[config.mk]
export PLATFORM = sky130hd
export DESIGN_NAME = dc_motor_state_observer_core
export DESIGN_NICKNAME = d
export VERILOG_FILES = /design/src/hdl/dcmso_pkg.sv /design/src/hdl/dc_motor_state_observer_core.sv /design/src/hdl/dcmso_ctrl.sv /design/src/hdl/dcmso_datapath.sv
export SDC_FILE = /design/constraint.sdc
export NUM_CORES = 2
export LEC_CHECK = 0
export BUFFER_PORTS_ARGS = -buffer_cell sky130_fd_sc_hd__buf_2
export CAP_MARGIN = 20
export CORE_ASPECT_RATIO = 0.9
export CORE_MARGIN = 3
export CORE_UTILIZATION = 55
export DETAILED_ROUTE_END_ITERATION = 10
export PLACE_DENSITY = 0.75
export SKIP_CTS_REPAIR_TIMING = 1
export SYNTH_ARGS = -nofsm -noshare
export SYNTH_HDL_FRONTEND = slang
export SYNTH_SLANG_ARGS = --single-unit
[constraint.sdc]
create_clock -name clock -period 16.6 [get_ports clock]
set_clock_uncertainty 0.2 [all_clocks]
set_input_delay 3.32 -clock clock [delete_from_list [all_inputs] [get_ports clock]]
set_output_delay 3.32 -clock clock [all_outputs]
set_load 0.05 [all_outputs]
[src/hdl/dcmso_pkg.sv]
// dcmso_pkg: shared widths, coefficient table, command struct and step schedule
// for the dc motor state observer core. No dependencies; imported by every module
// in the hdl folder.
package dcmso_pkg;

   // channel store geometry
   localparam int CHANNELS = 2;
   localparam int CH_IDX_W = (CHANNELS > 1) ? $clog2(CHANNELS) : 1;

   // field and datapath widths
   localparam int EST_W     = 48;   // q16.32 estimate
   localparam int VOLT_W    = 16;   // q6.10 voltage
   localparam int ANG_W     = 32;   // q16.16 angle
   localparam int VQ_W      = 38;   // voltage moved to q.32
   localparam int OPND_W    = 49;   // signed multiplier operand
   localparam int MAG_W     = 49;   // operand magnitude
   localparam int LO_W      = 24;   // low operand slice
   localparam int HI_W      = MAG_W - LO_W;
   localparam int COEF_W    = 32;   // coefficient magnitude, scale 2^30
   localparam int LO_PROD_W = LO_W + COEF_W;
   localparam int HI_PROD_W = HI_W + COEF_W;
   localparam int Q_SHIFT   = 30;
   localparam int RSUM_W    = HI_PROD_W + LO_W + 1;
   localparam int RND_W     = RSUM_W - Q_SHIFT;
   localparam int ACC_W     = 56;

   // coefficients premultiplied by dt, magnitude rounded to nearest at scale 2^30
   localparam logic [63:0] Q30 = 64'd1073741824;
   localparam logic [COEF_W-1:0] CF_II_MAG =
      COEF_W'((64'd7241379 * Q30 + 64'd500000000) / 64'd1000000000);
   localparam logic [COEF_W-1:0] CF_IW_MAG =
      COEF_W'((64'd36207 * Q30 + 64'd500000000) / 64'd1000000000);
   localparam logic [COEF_W-1:0] CF_IV_MAG =
      COEF_W'((Q30 + 64'd580) / 64'd1160);
   localparam logic [COEF_W-1:0] CF_IE_MAG =
      COEF_W'((64'd5167 * Q30 + 64'd5000000) / 64'd10000000);
   localparam logic [COEF_W-1:0] CF_WI_MAG =
      COEF_W'((64'd2009569378 * Q30 + 64'd500000000) / 64'd1000000000);
   localparam logic [COEF_W-1:0] CF_WW_MAG =
      COEF_W'((64'd956938 * Q30 + 64'd500000000) / 64'd1000000000);
   localparam logic [COEF_W-1:0] CF_WE_MAG =
      COEF_W'((64'd415731 * Q30 + 64'd5000000) / 64'd10000000);
   localparam logic [COEF_W-1:0] CF_AW_MAG =
      COEF_W'((Q30 + 64'd500) / 64'd1000);
   localparam logic [COEF_W-1:0] CF_AE_MAG =
      COEF_W'((64'd218017 * Q30 + 64'd5000000) / 64'd10000000);

   typedef enum logic [1:0] {
      OP_CUR  = 2'd0,
      OP_SPD  = 2'd1,
      OP_VOLT = 2'd2,
      OP_ERR  = 2'd3
   } opnd_type;

   typedef enum logic [3:0] {
      CF_II = 4'd0,
      CF_IW = 4'd1,
      CF_IV = 4'd2,
      CF_IE = 4'd3,
      CF_WI = 4'd4,
      CF_WW = 4'd5,
      CF_WE = 4'd6,
      CF_AW = 4'd7,
      CF_AE = 4'd8
   } coef_type;

   typedef enum logic [1:0] {
      TGT_CUR = 2'd0,
      TGT_SPD = 2'd1,
      TGT_ANG = 2'd2
   } fin_tgt_type;

   // one cycle of datapath commands
   typedef struct packed {
      logic        load;     // capture a new word and read the channel store
      logic        sel_en;   // register operand magnitude and coefficient
      opnd_type    opnd;
      coef_type    coef;
      logic        mul_lo;   // low partial product
      logic        mul_hi;   // high partial product
      logic        rnd_en;   // merge partials and round
      logic        acc_en;   // add signed term into accumulator
      logic        fin_en;   // saturate accumulator into an estimate
      fin_tgt_type fin_tgt;
      logic        wb;       // write back store and result register
   } ctl_cmd_type;

   localparam int STEP_COUNT = 24;
   localparam int STEP_W     = $clog2(STEP_COUNT);

   function automatic logic [COEF_W-1:0] coef_mag(input coef_type k);
      case (k)
         CF_II:   coef_mag = CF_II_MAG;
         CF_IW:   coef_mag = CF_IW_MAG;
         CF_IV:   coef_mag = CF_IV_MAG;
         CF_IE:   coef_mag = CF_IE_MAG;
         CF_WI:   coef_mag = CF_WI_MAG;
         CF_WW:   coef_mag = CF_WW_MAG;
         CF_WE:   coef_mag = CF_WE_MAG;
         CF_AW:   coef_mag = CF_AW_MAG;
         CF_AE:   coef_mag = CF_AE_MAG;
         default: coef_mag = '0;
      endcase
   endfunction

   function automatic logic coef_neg(input coef_type k);
      case (k)
         CF_II, CF_IW, CF_IE, CF_WW: coef_neg = 1'b1;
         default:                    coef_neg = 1'b0;
      endcase
   endfunction

   // run schedule: each product passes select, low, high, round and accumulate,
   // with successive products overlapping
   function automatic ctl_cmd_type step_cmd(input logic [STEP_W-1:0] step);
      ctl_cmd_type c;
      c = '0;
      case (step)
         5'd0: begin
            c.sel_en = 1'b1; c.opnd = OP_CUR; c.coef = CF_II;
         end
         5'd1: begin
            c.mul_lo = 1'b1;
         end
         5'd2: begin
            c.sel_en = 1'b1; c.opnd = OP_SPD; c.coef = CF_IW;
            c.mul_hi = 1'b1;
         end
         5'd3: begin
            c.mul_lo = 1'b1; c.rnd_en = 1'b1;
         end
         5'd4: begin
            c.sel_en = 1'b1; c.opnd = OP_VOLT; c.coef = CF_IV;
            c.mul_hi = 1'b1; c.acc_en = 1'b1;
         end
         5'd5: begin
            c.mul_lo = 1'b1; c.rnd_en = 1'b1;
         end
         5'd6: begin
            c.sel_en = 1'b1; c.opnd = OP_ERR; c.coef = CF_IE;
            c.mul_hi = 1'b1; c.acc_en = 1'b1;
         end
         5'd7: begin
            c.mul_lo = 1'b1; c.rnd_en = 1'b1;
         end
         5'd8: begin
            c.sel_en = 1'b1; c.opnd = OP_SPD; c.coef = CF_WW;
            c.mul_hi = 1'b1; c.acc_en = 1'b1;
         end
         5'd9: begin
            c.mul_lo = 1'b1; c.rnd_en = 1'b1;
         end
         5'd10: begin
            c.sel_en = 1'b1; c.opnd = OP_ERR; c.coef = CF_WE;
            c.mul_hi = 1'b1; c.acc_en = 1'b1;
         end
         5'd11: begin
            c.mul_lo = 1'b1; c.rnd_en = 1'b1;
            c.fin_en = 1'b1; c.fin_tgt = TGT_CUR;
         end
         5'd12: begin
            c.sel_en = 1'b1; c.opnd = OP_CUR; c.coef = CF_WI;
            c.mul_hi = 1'b1; c.acc_en = 1'b1;
         end
         5'd13: begin
            c.mul_lo = 1'b1; c.rnd_en = 1'b1;
         end
         5'd14: begin
            c.sel_en = 1'b1; c.opnd = OP_ERR; c.coef = CF_AE;
            c.mul_hi = 1'b1; c.acc_en = 1'b1;
         end
         5'd15: begin
            c.mul_lo = 1'b1; c.rnd_en = 1'b1;
         end
         5'd16: begin
            c.mul_hi = 1'b1; c.acc_en = 1'b1;
         end
         5'd17: begin
            c.rnd_en = 1'b1;
            c.fin_en = 1'b1; c.fin_tgt = TGT_SPD;
         end
         5'd18: begin
            c.sel_en = 1'b1; c.opnd = OP_SPD; c.coef = CF_AW;
            c.acc_en = 1'b1;
         end
         5'd19: begin
            c.mul_lo = 1'b1;
         end
         5'd20: begin
            c.mul_hi = 1'b1;
         end
         5'd21: begin
            c.rnd_en = 1'b1;
         end
         5'd22: begin
            c.acc_en = 1'b1;
         end
         5'd23: begin
            c.fin_en = 1'b1; c.fin_tgt = TGT_ANG;
         end
         default: begin
            c = '0;
         end
      endcase
      return c;
   endfunction

endpackage

[src/hdl/dc_motor_state_observer_core.sv]
// dc_motor_state_observer_core: top level of the dc motor luenberger observer.
// Joins dcmso_ctrl and dcmso_datapath; depends on dcmso_pkg.
//
// Each request word selects a motor channel and carries its applied voltage
// (signed q6.10) and measured shaft angle (signed q16.16). The core runs one
// forward-euler step (dt 1 ms) of a third-order observer on that channel:
// current first, then speed from the new current, then angle from the new
// speed, with the angle error taken against the angle estimate held before the
// step. Estimates are signed q16.32, every product is rounded to nearest (ties
// away from zero) and every estimate saturates at 48 bits. The response word
// returns the channel and its three new estimates; the per-channel store
// resets to zero. Once a request word is taken, the single shared 25x32
// multiplier works through nine products, followed by a write-back step; no new
// word is taken until that write-back. The response register is separate from
// the request side, so a new word is taken while the previous response still
// waits on rsp_stall.
// A channel number at or above the channel count leaves the store alone and
// returns zero estimates.
module dc_motor_state_observer_core
   import dcmso_pkg::*;
(
   input  logic                     clock,
   input  logic                     reset,
   // request channel
   input  logic                     req_valid,
   output logic                     req_stall,
   input  logic                     req_chn,
   input  logic signed [VOLT_W-1:0] req_voltage,
   input  logic signed [ANG_W-1:0]  req_measured_angle,
   // response channel
   output logic                     rsp_valid,
   input  logic                     rsp_stall,
   output logic                     rsp_out_channel,
   output logic signed [EST_W-1:0]  rsp_angle_estimate,
   output logic signed [EST_W-1:0]  rsp_speed_estimate,
   output logic signed [EST_W-1:0]  rsp_current_estimate
);

   // per-cycle commands from the sequencer to the datapath
   ctl_cmd_type cmd;

   // sequencer: handshake, step counter, response valid
   dcmso_ctrl u_ctrl (
      .clock     (clock),
      .reset     (reset),
      .req_valid (req_valid),
      .req_stall (req_stall),
      .rsp_valid (rsp_valid),
      .rsp_stall (rsp_stall),
      .cmd       (cmd)
   );

   // datapath: channel store, multiplier, accumulator, response payload
   dcmso_datapath u_datapath (
      .clock                (clock),
      .reset                (reset),
      .cmd                  (cmd),
      .req_chn              (req_chn),
      .req_voltage          (req_voltage),
      .req_measured_angle   (req_measured_angle),
      .rsp_out_channel      (rsp_out_channel),
      .rsp_angle_estimate   (rsp_angle_estimate),
      .rsp_speed_estimate   (rsp_speed_estimate),
      .rsp_current_estimate (rsp_current_estimate)
   );

endmodule

[src/hdl/dcmso_ctrl.sv]
// dcmso_ctrl: sequencer for the observer update; walks the step schedule and
// owns the handshake and result valid. Depends on dcmso_pkg.
module dcmso_ctrl
   import dcmso_pkg::*;
(
   input  logic        clock,
   input  logic        reset,
   input  logic        req_valid,
   output logic        req_stall,
   output logic        rsp_valid,
   input  logic        rsp_stall,
   output ctl_cmd_type cmd
);

   typedef enum logic [2:0] {
      ST_IDLE = 3'b001,
      ST_RUN  = 3'b010,
      ST_WB   = 3'b100
   } state_type;

   state_type         state_ff, state_in;
   logic [STEP_W-1:0] step_ff, step_in;
   logic              rsp_valid_ff, rsp_valid_in;
   logic              accept;
   logic              wb_fire;

   assign req_stall = (state_ff != ST_IDLE);
   assign rsp_valid = rsp_valid_ff;
   assign accept    = req_valid && (state_ff == ST_IDLE);
   assign wb_fire   = (state_ff == ST_WB) && (!rsp_valid_ff || !rsp_stall);

   always_comb begin
      state_in     = state_ff;
      step_in      = step_ff;
      rsp_valid_in = rsp_valid_ff && rsp_stall;
      case (state_ff)
         ST_IDLE: begin
            if (accept) begin
               state_in = ST_RUN;
               step_in  = '0;
            end
         end
         ST_RUN: begin
            if (step_ff == STEP_W'(STEP_COUNT - 1)) begin
               state_in = ST_WB;
            end else begin
               step_in = step_ff + 1'b1;
            end
         end
         ST_WB: begin
            if (wb_fire) begin
               state_in     = ST_IDLE;
               rsp_valid_in = 1'b1;
            end
         end
         default: begin
            state_in = ST_IDLE;
         end
      endcase
   end

   always_comb begin
      if (state_ff == ST_RUN) begin
         cmd = step_cmd(step_ff);
      end else begin
         cmd = '0;
      end
      cmd.load = accept;
      cmd.wb   = wb_fire;
   end

   always_ff @(posedge clock) begin
      if (reset) begin
         state_ff     <= ST_IDLE;
         step_ff      <= '0;
         rsp_valid_ff <= 1'b0;
      end else begin
         state_ff     <= state_in;
         step_ff      <= step_in;
         rsp_valid_ff <= rsp_valid_in;
      end
   end

endmodule

[src/hdl/dcmso_datapath.sv]
// dcmso_datapath: channel store, shared split multiplier with rounding,
// accumulator with saturation, and result register. Depends on dcmso_pkg.
module dcmso_datapath
   import dcmso_pkg::*;
(
   input  logic                     clock,
   input  logic                     reset,
   input  ctl_cmd_type              cmd,
   input  logic                     req_chn,
   input  logic signed [VOLT_W-1:0] req_voltage,
   input  logic signed [ANG_W-1:0]  req_measured_angle,
   output logic                     rsp_out_channel,
   output logic signed [EST_W-1:0]  rsp_angle_estimate,
   output logic signed [EST_W-1:0]  rsp_speed_estimate,
   output logic signed [EST_W-1:0]  rsp_current_estimate
);

   // channel store
   logic signed [EST_W-1:0] store_cur_ff [CHANNELS];
   logic signed [EST_W-1:0] store_spd_ff [CHANNELS];
   logic signed [EST_W-1:0] store_ang_ff [CHANNELS];

   // working registers
   logic                     chn_ff, chn_in;
   logic                     ok_ff, ok_in;
   logic [CH_IDX_W-1:0]      idx_ff, idx_in;
   logic signed [VQ_W-1:0]   v_ff, v_in;
   logic signed [OPND_W-1:0] err_ff, err_in;
   logic signed [EST_W-1:0]  cur_ff, cur_in;
   logic signed [EST_W-1:0]  spd_ff, spd_in;
   logic signed [EST_W-1:0]  ang_ff, ang_in;
   logic signed [ACC_W-1:0]  acc_ff, acc_in;
   logic [MAG_W-1:0]         mag_ff, mag_in;
   logic [COEF_W-1:0]        cmag_ff, cmag_in;
   logic                     sgn_ff, sgn_in;
   logic [LO_PROD_W-1:0]     lo_ff, lo_in;
   logic [HI_PROD_W-1:0]     hi_ff, hi_in;
   logic                     sgn_m_ff, sgn_m_in;
   logic [RND_W-1:0]         rnd_ff, rnd_in;
   logic                     sgn_r_ff, sgn_r_in;
   logic                     out_chn_ff, out_chn_in;
   logic signed [EST_W-1:0]  out_ang_ff, out_ang_in;
   logic signed [EST_W-1:0]  out_spd_ff, out_spd_in;
   logic signed [EST_W-1:0]  out_cur_ff, out_cur_in;

   // combinational
   logic                     req_ok;
   logic [CH_IDX_W-1:0]      req_idx;
   logic signed [EST_W-1:0]  rd_cur, rd_spd, rd_ang;
   logic signed [EST_W-1:0]  th_q;
   logic signed [OPND_W-1:0] opnd_val;
   logic                     opnd_neg;
   logic [HI_W-1:0]          mul_a;
   logic [HI_PROD_W-1:0]     prod;
   logic [RSUM_W-1:0]        rsum;
   logic signed [ACC_W-1:0]  term;
   logic signed [ACC_W-1:0]  acc_sum;
   logic signed [EST_W-1:0]  est_sat;
   logic                     acc_fits;

   assign req_ok  = (32'(req_chn) < 32'(CHANNELS));
   assign req_idx = CH_IDX_W'(req_chn);
   assign rd_cur  = req_ok ? store_cur_ff[req_idx] : '0;
   assign rd_spd  = req_ok ? store_spd_ff[req_idx] : '0;
   assign rd_ang  = req_ok ? store_ang_ff[req_idx] : '0;
   assign th_q    = {req_measured_angle, 16'b0};

   // operand select and magnitude
   always_comb begin
      case (cmd.opnd)
         OP_CUR:  opnd_val = OPND_W'(cur_ff);
         OP_SPD:  opnd_val = OPND_W'(spd_ff);
         OP_VOLT: opnd_val = OPND_W'(v_ff);
         OP_ERR:  opnd_val = err_ff;
         default: opnd_val = '0;
      endcase
   end
   assign opnd_neg = opnd_val[OPND_W-1];

   // one multiplier, low slice then high slice of the magnitude
   assign mul_a = cmd.mul_hi ? mag_ff[MAG_W-1:LO_W] : {1'b0, mag_ff[LO_W-1:0]};
   assign prod  = HI_PROD_W'(mul_a) * HI_PROD_W'(cmag_ff);

   // round to nearest, ties away from zero on the magnitude
   assign rsum = (RSUM_W'(hi_ff) << LO_W) + RSUM_W'(lo_ff)
               + (RSUM_W'(1) << (Q_SHIFT - 1));

   assign term    = sgn_r_ff ? -ACC_W'(rnd_ff) : ACC_W'(rnd_ff);
   assign acc_sum = acc_ff + term;

   // clamp to the 48-bit estimate range
   assign acc_fits = (acc_ff[ACC_W-1:EST_W-1] == '0) || (acc_ff[ACC_W-1:EST_W-1] == '1);
   always_comb begin
      if (acc_fits) begin
         est_sat = acc_ff[EST_W-1:0];
      end else if (acc_ff[ACC_W-1]) begin
         est_sat = {1'b1, {(EST_W-1){1'b0}}};
      end else begin
         est_sat = {1'b0, {(EST_W-1){1'b1}}};
      end
   end

   always_comb begin
      chn_in     = chn_ff;
      ok_in      = ok_ff;
      idx_in     = idx_ff;
      v_in       = v_ff;
      err_in     = err_ff;
      cur_in     = cur_ff;
      spd_in     = spd_ff;
      ang_in     = ang_ff;
      acc_in     = acc_ff;
      mag_in     = mag_ff;
      cmag_in    = cmag_ff;
      sgn_in     = sgn_ff;
      lo_in      = lo_ff;
      hi_in      = hi_ff;
      sgn_m_in   = sgn_m_ff;
      rnd_in     = rnd_ff;
      sgn_r_in   = sgn_r_ff;
      out_chn_in = out_chn_ff;
      out_ang_in = out_ang_ff;
      out_spd_in = out_spd_ff;
      out_cur_in = out_cur_ff;

      if (cmd.load) begin
         chn_in = req_chn;
         ok_in  = req_ok;
         idx_in = req_idx;
         v_in   = {req_voltage, 22'b0};
         err_in = OPND_W'(th_q) - OPND_W'(rd_ang);
         cur_in = rd_cur;
         spd_in = rd_spd;
         ang_in = rd_ang;
         acc_in = ACC_W'(rd_cur);
      end

      if (cmd.sel_en) begin
         mag_in  = opnd_neg ? MAG_W'(-opnd_val) : MAG_W'(opnd_val);
         cmag_in = coef_mag(cmd.coef);
         sgn_in  = opnd_neg ^ coef_neg(cmd.coef);
      end

      if (cmd.mul_lo) begin
         lo_in = prod[LO_PROD_W-1:0];
      end
      if (cmd.mul_hi) begin
         hi_in    = prod;
         sgn_m_in = sgn_ff;
      end

      if (cmd.rnd_en) begin
         rnd_in   = rsum[RSUM_W-1:Q_SHIFT];
         sgn_r_in = sgn_m_ff;
      end

      if (cmd.acc_en) begin
         acc_in = acc_sum;
      end

      // finished estimate; accumulator restarts from the next old estimate
      if (cmd.fin_en) begin
         case (cmd.fin_tgt)
            TGT_CUR: begin
               cur_in = est_sat;
               acc_in = ACC_W'(spd_ff);
            end
            TGT_SPD: begin
               spd_in = est_sat;
               acc_in = ACC_W'(ang_ff);
            end
            TGT_ANG: begin
               ang_in = est_sat;
            end
            default: begin
               acc_in = acc_ff;
            end
         endcase
      end

      if (cmd.wb) begin
         out_chn_in = chn_ff;
         out_ang_in = ok_ff ? ang_ff : '0;
         out_spd_in = ok_ff ? spd_ff : '0;
         out_cur_in = ok_ff ? cur_ff : '0;
      end
   end

   always_ff @(posedge clock) begin
      chn_ff     <= chn_in;
      ok_ff      <= ok_in;
      idx_ff     <= idx_in;
      v_ff       <= v_in;
      err_ff     <= err_in;
      cur_ff     <= cur_in;
      spd_ff     <= spd_in;
      ang_ff     <= ang_in;
      acc_ff     <= acc_in;
      mag_ff     <= mag_in;
      cmag_ff    <= cmag_in;
      sgn_ff     <= sgn_in;
      lo_ff      <= lo_in;
      hi_ff      <= hi_in;
      sgn_m_ff   <= sgn_m_in;
      rnd_ff     <= rnd_in;
      sgn_r_ff   <= sgn_r_in;
      out_chn_ff <= out_chn_in;
      out_ang_ff <= out_ang_in;
      out_spd_ff <= out_spd_in;
      out_cur_ff <= out_cur_in;
   end

   always_ff @(posedge clock) begin
      if (reset) begin
         for (int k = 0; k < CHANNELS; k++) begin
            store_cur_ff[k] <= '0;
            store_spd_ff[k] <= '0;
            store_ang_ff[k] <= '0;
         end
      end else if (cmd.wb && ok_ff) begin
         store_cur_ff[idx_ff] <= cur_ff;
         store_spd_ff[idx_ff] <= spd_ff;
         store_ang_ff[idx_ff] <= ang_ff;
      end
   end

   assign rsp_out_channel      = out_chn_ff;
   assign rsp_angle_estimate   = out_ang_ff;
   assign rsp_speed_estimate   = out_spd_ff;
   assign rsp_current_estimate = out_cur_ff;

endmodule
==> summary.md <==
| Metric | Value |
|---|---|
| Status | finished, final reports clean |
| VDD IR-drop max | 122 uV |
| Clk slew on worst S/H paths | 0.06 ns |
| Leak Pwr | 31.2 nW |
| Fmax | 0.0910 GHz |
| Min cycle time layout | 10.99 ns |
| Hold depth | 0 |
| Crit path top cell by count | fa_1 |
| Post-Syn Area | 0.0682 sq mm |
| Avg Inst Size Synth | 10.5 sq um |
| CP peak stage delay | 0.83 ns |
| DIE WIDTH | 377 microns |
| Max-cap violation count | 0 |
| Routed WL per cell | 23.9 microns |
| Clk root buf | clkbuf_16 |
| Flop-to-flop setup slack | 5.61 ns |
| Filler cell count | 9946 |
| Clock buffer depth | 3 |
| Via-to-Cell Ratio | 6.20 |
| Post-Syn Nets | 7500 |
| Reg2reg start | u_ctrl.step_ff[2]$_SDFFE_PP0P_ |
| P&R area growth vs syn | 8.21% |
| Via count | 51008 |
| Initial Util | 55.9% |
| Sw power | 0.00282 W |
| Nets | 7533 |
| Hold WC Path Type | reg2reg |
| Reg2reg end | u_datapath.lo_ff[55]$_DFFE_PP_ |
| DIE AREA | 0.128 sq mm |
| Clock buffer count from CTS | 87 |
| Core ar. | 0.122 sq mm |
| Pwr per Cell Area | 106 mW/mm^2 |
| Io pins | 200 |
| Cells after synthesis | 6514 |
| Top-count cell post-synth | edfxtp_1 |
| Synth top cells by count | edfxtp_1, inv_1, nand2_1, fa_1, and2_1 |
| Critical path capture point | u_datapath.lo_ff[55]$_DFFE_PP_ |
| Storage element area | 0.0263 sq mm |
| Path depth of the worst reg2reg path | 29 |
| Seq/Total Area, Yosys | 38.6% |
| Crit start category | flop |
| Global-route wire length before repair | 302 mm |
| Net Sw Frac | 36.1% |
| Final setup viols | 0 |
| GRT Total Usage | 30.5% |
| Number of distinct library cells after synthesis | 86 |
| Slowest CP cell | dfxtp_1 |
| Crit end category | flop |
| Setup TNS | 0 ns |
| Relative slew slack | 11.9% |
| Area of the multi-input gates | 0.0381 sq mm |
| Grt total ovfl | 0 |
| Site row count | 121 |
| Final Hold Viols | 0 |
| RSZ-0062 raised after global routing | false |
| Synth Flop Type | edfxtp_1 |
| Slew Viols, Final | 0 |
| Die Y-Extent | 340 microns |
| Worst skew pair latency | 0.71 ns |
| Area leader, netlist | edfxtp_1 |
| ANT nets after route | 0 |
| Top-area cell type share of the netlist area | 34.1% |
| Buffers added on ports | 199 |
| Layout cells sized above 1 | 7.49% |
| Crit path kind | reg2reg |
| Largest net degree at the start of global routing | 178 |
| CP arrival | 11.16 ns |
| Worst Setup SP | u_ctrl.step_ff[2]$_SDFFE_PP0P_ |
| GPL Wtd Cong | 0.996 |
| Antenna violations before repair | 4 |
| Worst path depth | 29 |
| Tcrit/Tclk final | 66.2% |
| Seq pwr share | 38.9% |
| Area contributors post-synth | edfxtp_1, fa_1, ha_1, and2_1, dfxtp_1 |
| DRC viols | 0 |
| CP max FO | 58 |
| Vias in the first global route | 50465 |
| Clock share of power | 26.4% |
| Initial DRC Count | 6151 |
| Power Internal | 0.00499 W |
| H-tree levels | 3 |
| CP top delay family | adder cells |
| YS warnings | 0 |
| Fin util | 60.5% |
| Dpl hpwl | 140 mm |
| Detailed Route WL | 196 mm |
| Pre-Repair DR Iteration Count | 7 |
| Least-Margin Pin Slew | 1.32 ns |
| EDFF count, synth | 775 |
| Worst Path Required | 16.77 ns |
| Clock sink total | 928 |
| Seq cells post-synth | 928 |
| Post-synth ARST share | 0% |
| Worst Path Buf+Inv | 5 |
| Combinational power share | 34.8% |
| CTS tree | yes |
## metal layers
metal	part of all wire (%)	track usage, %
met5	0.010	0
met4	4.2	11.8
met3	11	5.87
met2	45	46.8
met1	41	43.1
## kinds of logic (layout without fill, tap and decap cells)
| kind of cell | after synthesis | in the layout | synth area share (%) |
|---|---|---|---|
| mux | 173 | 173 | 2.58 |
| other cells | 0 | 2 | 0 |
| xor+xnor | 280 | 280 | 3.59 |
| buf+inv | 1043 | 1150 | 5.80 |
| fa+ha+maj | 933 | 933 | 23.4 |
| flops | 928 | 928 | 38.6 |
| simple gates | 1834 | 1834 | 13.7 |
| compound gates | 1323 | 1323 | 12.4 |
## worst register-to-register path: cells and delay by family (launching register included)
kind	cells	cell delay, ns
adder cells (fa/ha/maj)	8	3.87
flip-flops	1	0.83
AO/OA/AOI/OAI	7	1.88
AND/OR/NAND/NOR	7	1.47
buffers and inverters	5	1.39
multiplexers	2	1.04
## placed cells by master (no fill, tap or decap), types with 22 or more instances in the layout
cell       instances
o31ai_1           22
o21bai_1          31
xnor2_1          176
buf_2            199
nand3_1           53
fa_1             568
mux2i_1          148
dfxtp_1          153
and2_1           533
nand4_1           27
clkbuf_16         91
nor3_1            58
a221oi_1          31
xor2_1           104
a22oi_1           58
o21ai_0          470
a21oi_1          202
buf_4             72
a21o_1           107
inv_1            700
edfxtp_1         775
o21a_1            50
nand2_1          622
and3_1            49
nor2b_1          124
nand2b_1          39
ha_1             364
nor2_1           216
o211ai_1         171
## state kept, by name, summed over array words and instances (netlist names), 3 cells and up
| register | count |
|---|---|
| u_datapath.ang_ff | 48 |
| u_datapath.spd_ff | 48 |
| u_datapath.v_ff | 16 |
| u_datapath.cmag_ff | 27 |
| u_datapath.rsp_speed_estimate | 48 |
| u_datapath.store_cur_ff | 96 |
| u_datapath.store_ang_ff | 96 |
| u_datapath.store_spd_ff | 96 |
| u_datapath.acc_ff | 56 |
| u_ctrl.state_ff | 3 |
| u_ctrl.step_ff | 5 |
| u_datapath.hi_ff | 57 |
| u_datapath.rsp_angle_estimate | 48 |
| u_datapath.cur_ff | 48 |
| u_datapath.lo_ff | 32 |
| u_datapath.err_ff | 49 |
| u_datapath.mag_ff | 49 |
| u_datapath.rsp_current_estimate | 48 |
| u_datapath.rnd_ff | 52 |
## worst min-delay path by stage
stage                     slack [ns]                          start                       endpoint
after floorplan                 0.20    u_datapath.sgn_ff$_DFFE_PP_  u_datapath.sgn_m_ff$_DFFE_PN_
after global placement          0.20  u_datapath.sgn_m_ff$_DFFE_PN_  u_datapath.sgn_r_ff$_DFFE_PP_
after detailed placement        0.21  u_datapath.sgn_m_ff$_DFFE_PN_  u_datapath.sgn_r_ff$_DFFE_PP_
after CTS                       0.21  u_datapath.sgn_m_ff$_DFFE_PN_  u_datapath.sgn_r_ff$_DFFE_PP_
after global routing            0.21  u_datapath.sgn_m_ff$_DFFE_PN_  u_datapath.sgn_r_ff$_DFFE_PP_
final                           0.21  u_datapath.sgn_m_ff$_DFFE_PN_  u_datapath.sgn_r_ff$_DFFE_PP_
## power by group through the flow
stage                     Sequential, W  Combinational, W  Clock, W
after global routing            0.00305           0.00296   0.00217
after global placement          0.00307           0.00259         0
final                           0.00304           0.00272   0.00206
after CTS                       0.00303           0.00265   0.00207
after detailed placement        0.00308           0.00263         0
after floorplan                 0.00298           0.00185         0
## through the flow
stage               area, sq um  power [W]  hold slack, ns  worst slack, ns  cells
finish                    73800    0.00781           0.211             5.61   8222
floorplan                 68200    0.00483           0.200             5.77   6514
global route              73800    0.00818           0.214             5.15   8221
global placement          70700    0.00566           0.204             5.50   8047
CTS                       73600    0.00775           0.209             5.21   8212
detailed placement        70700    0.00571           0.205             5.24   8049
## cell type report
| class | count | area share, % |
|---|---|---|
| Timing Repair Buffer | 284 | 2.48 |
| Tap cell | 1599 | 2.71 |
| Multi-Input combinational cell | 4543 | 51.6 |
| Antenna cell | 2 | 0.00678 |
| Inverter | 703 | 3.58 |
| Sequential cell | 928 | 35.7 |
| Clock buffer | 112 | 3.27 |
| Clock inverter | 51 | 0.671 |
No activity file was read; power rests on OpenSTA's default activity.
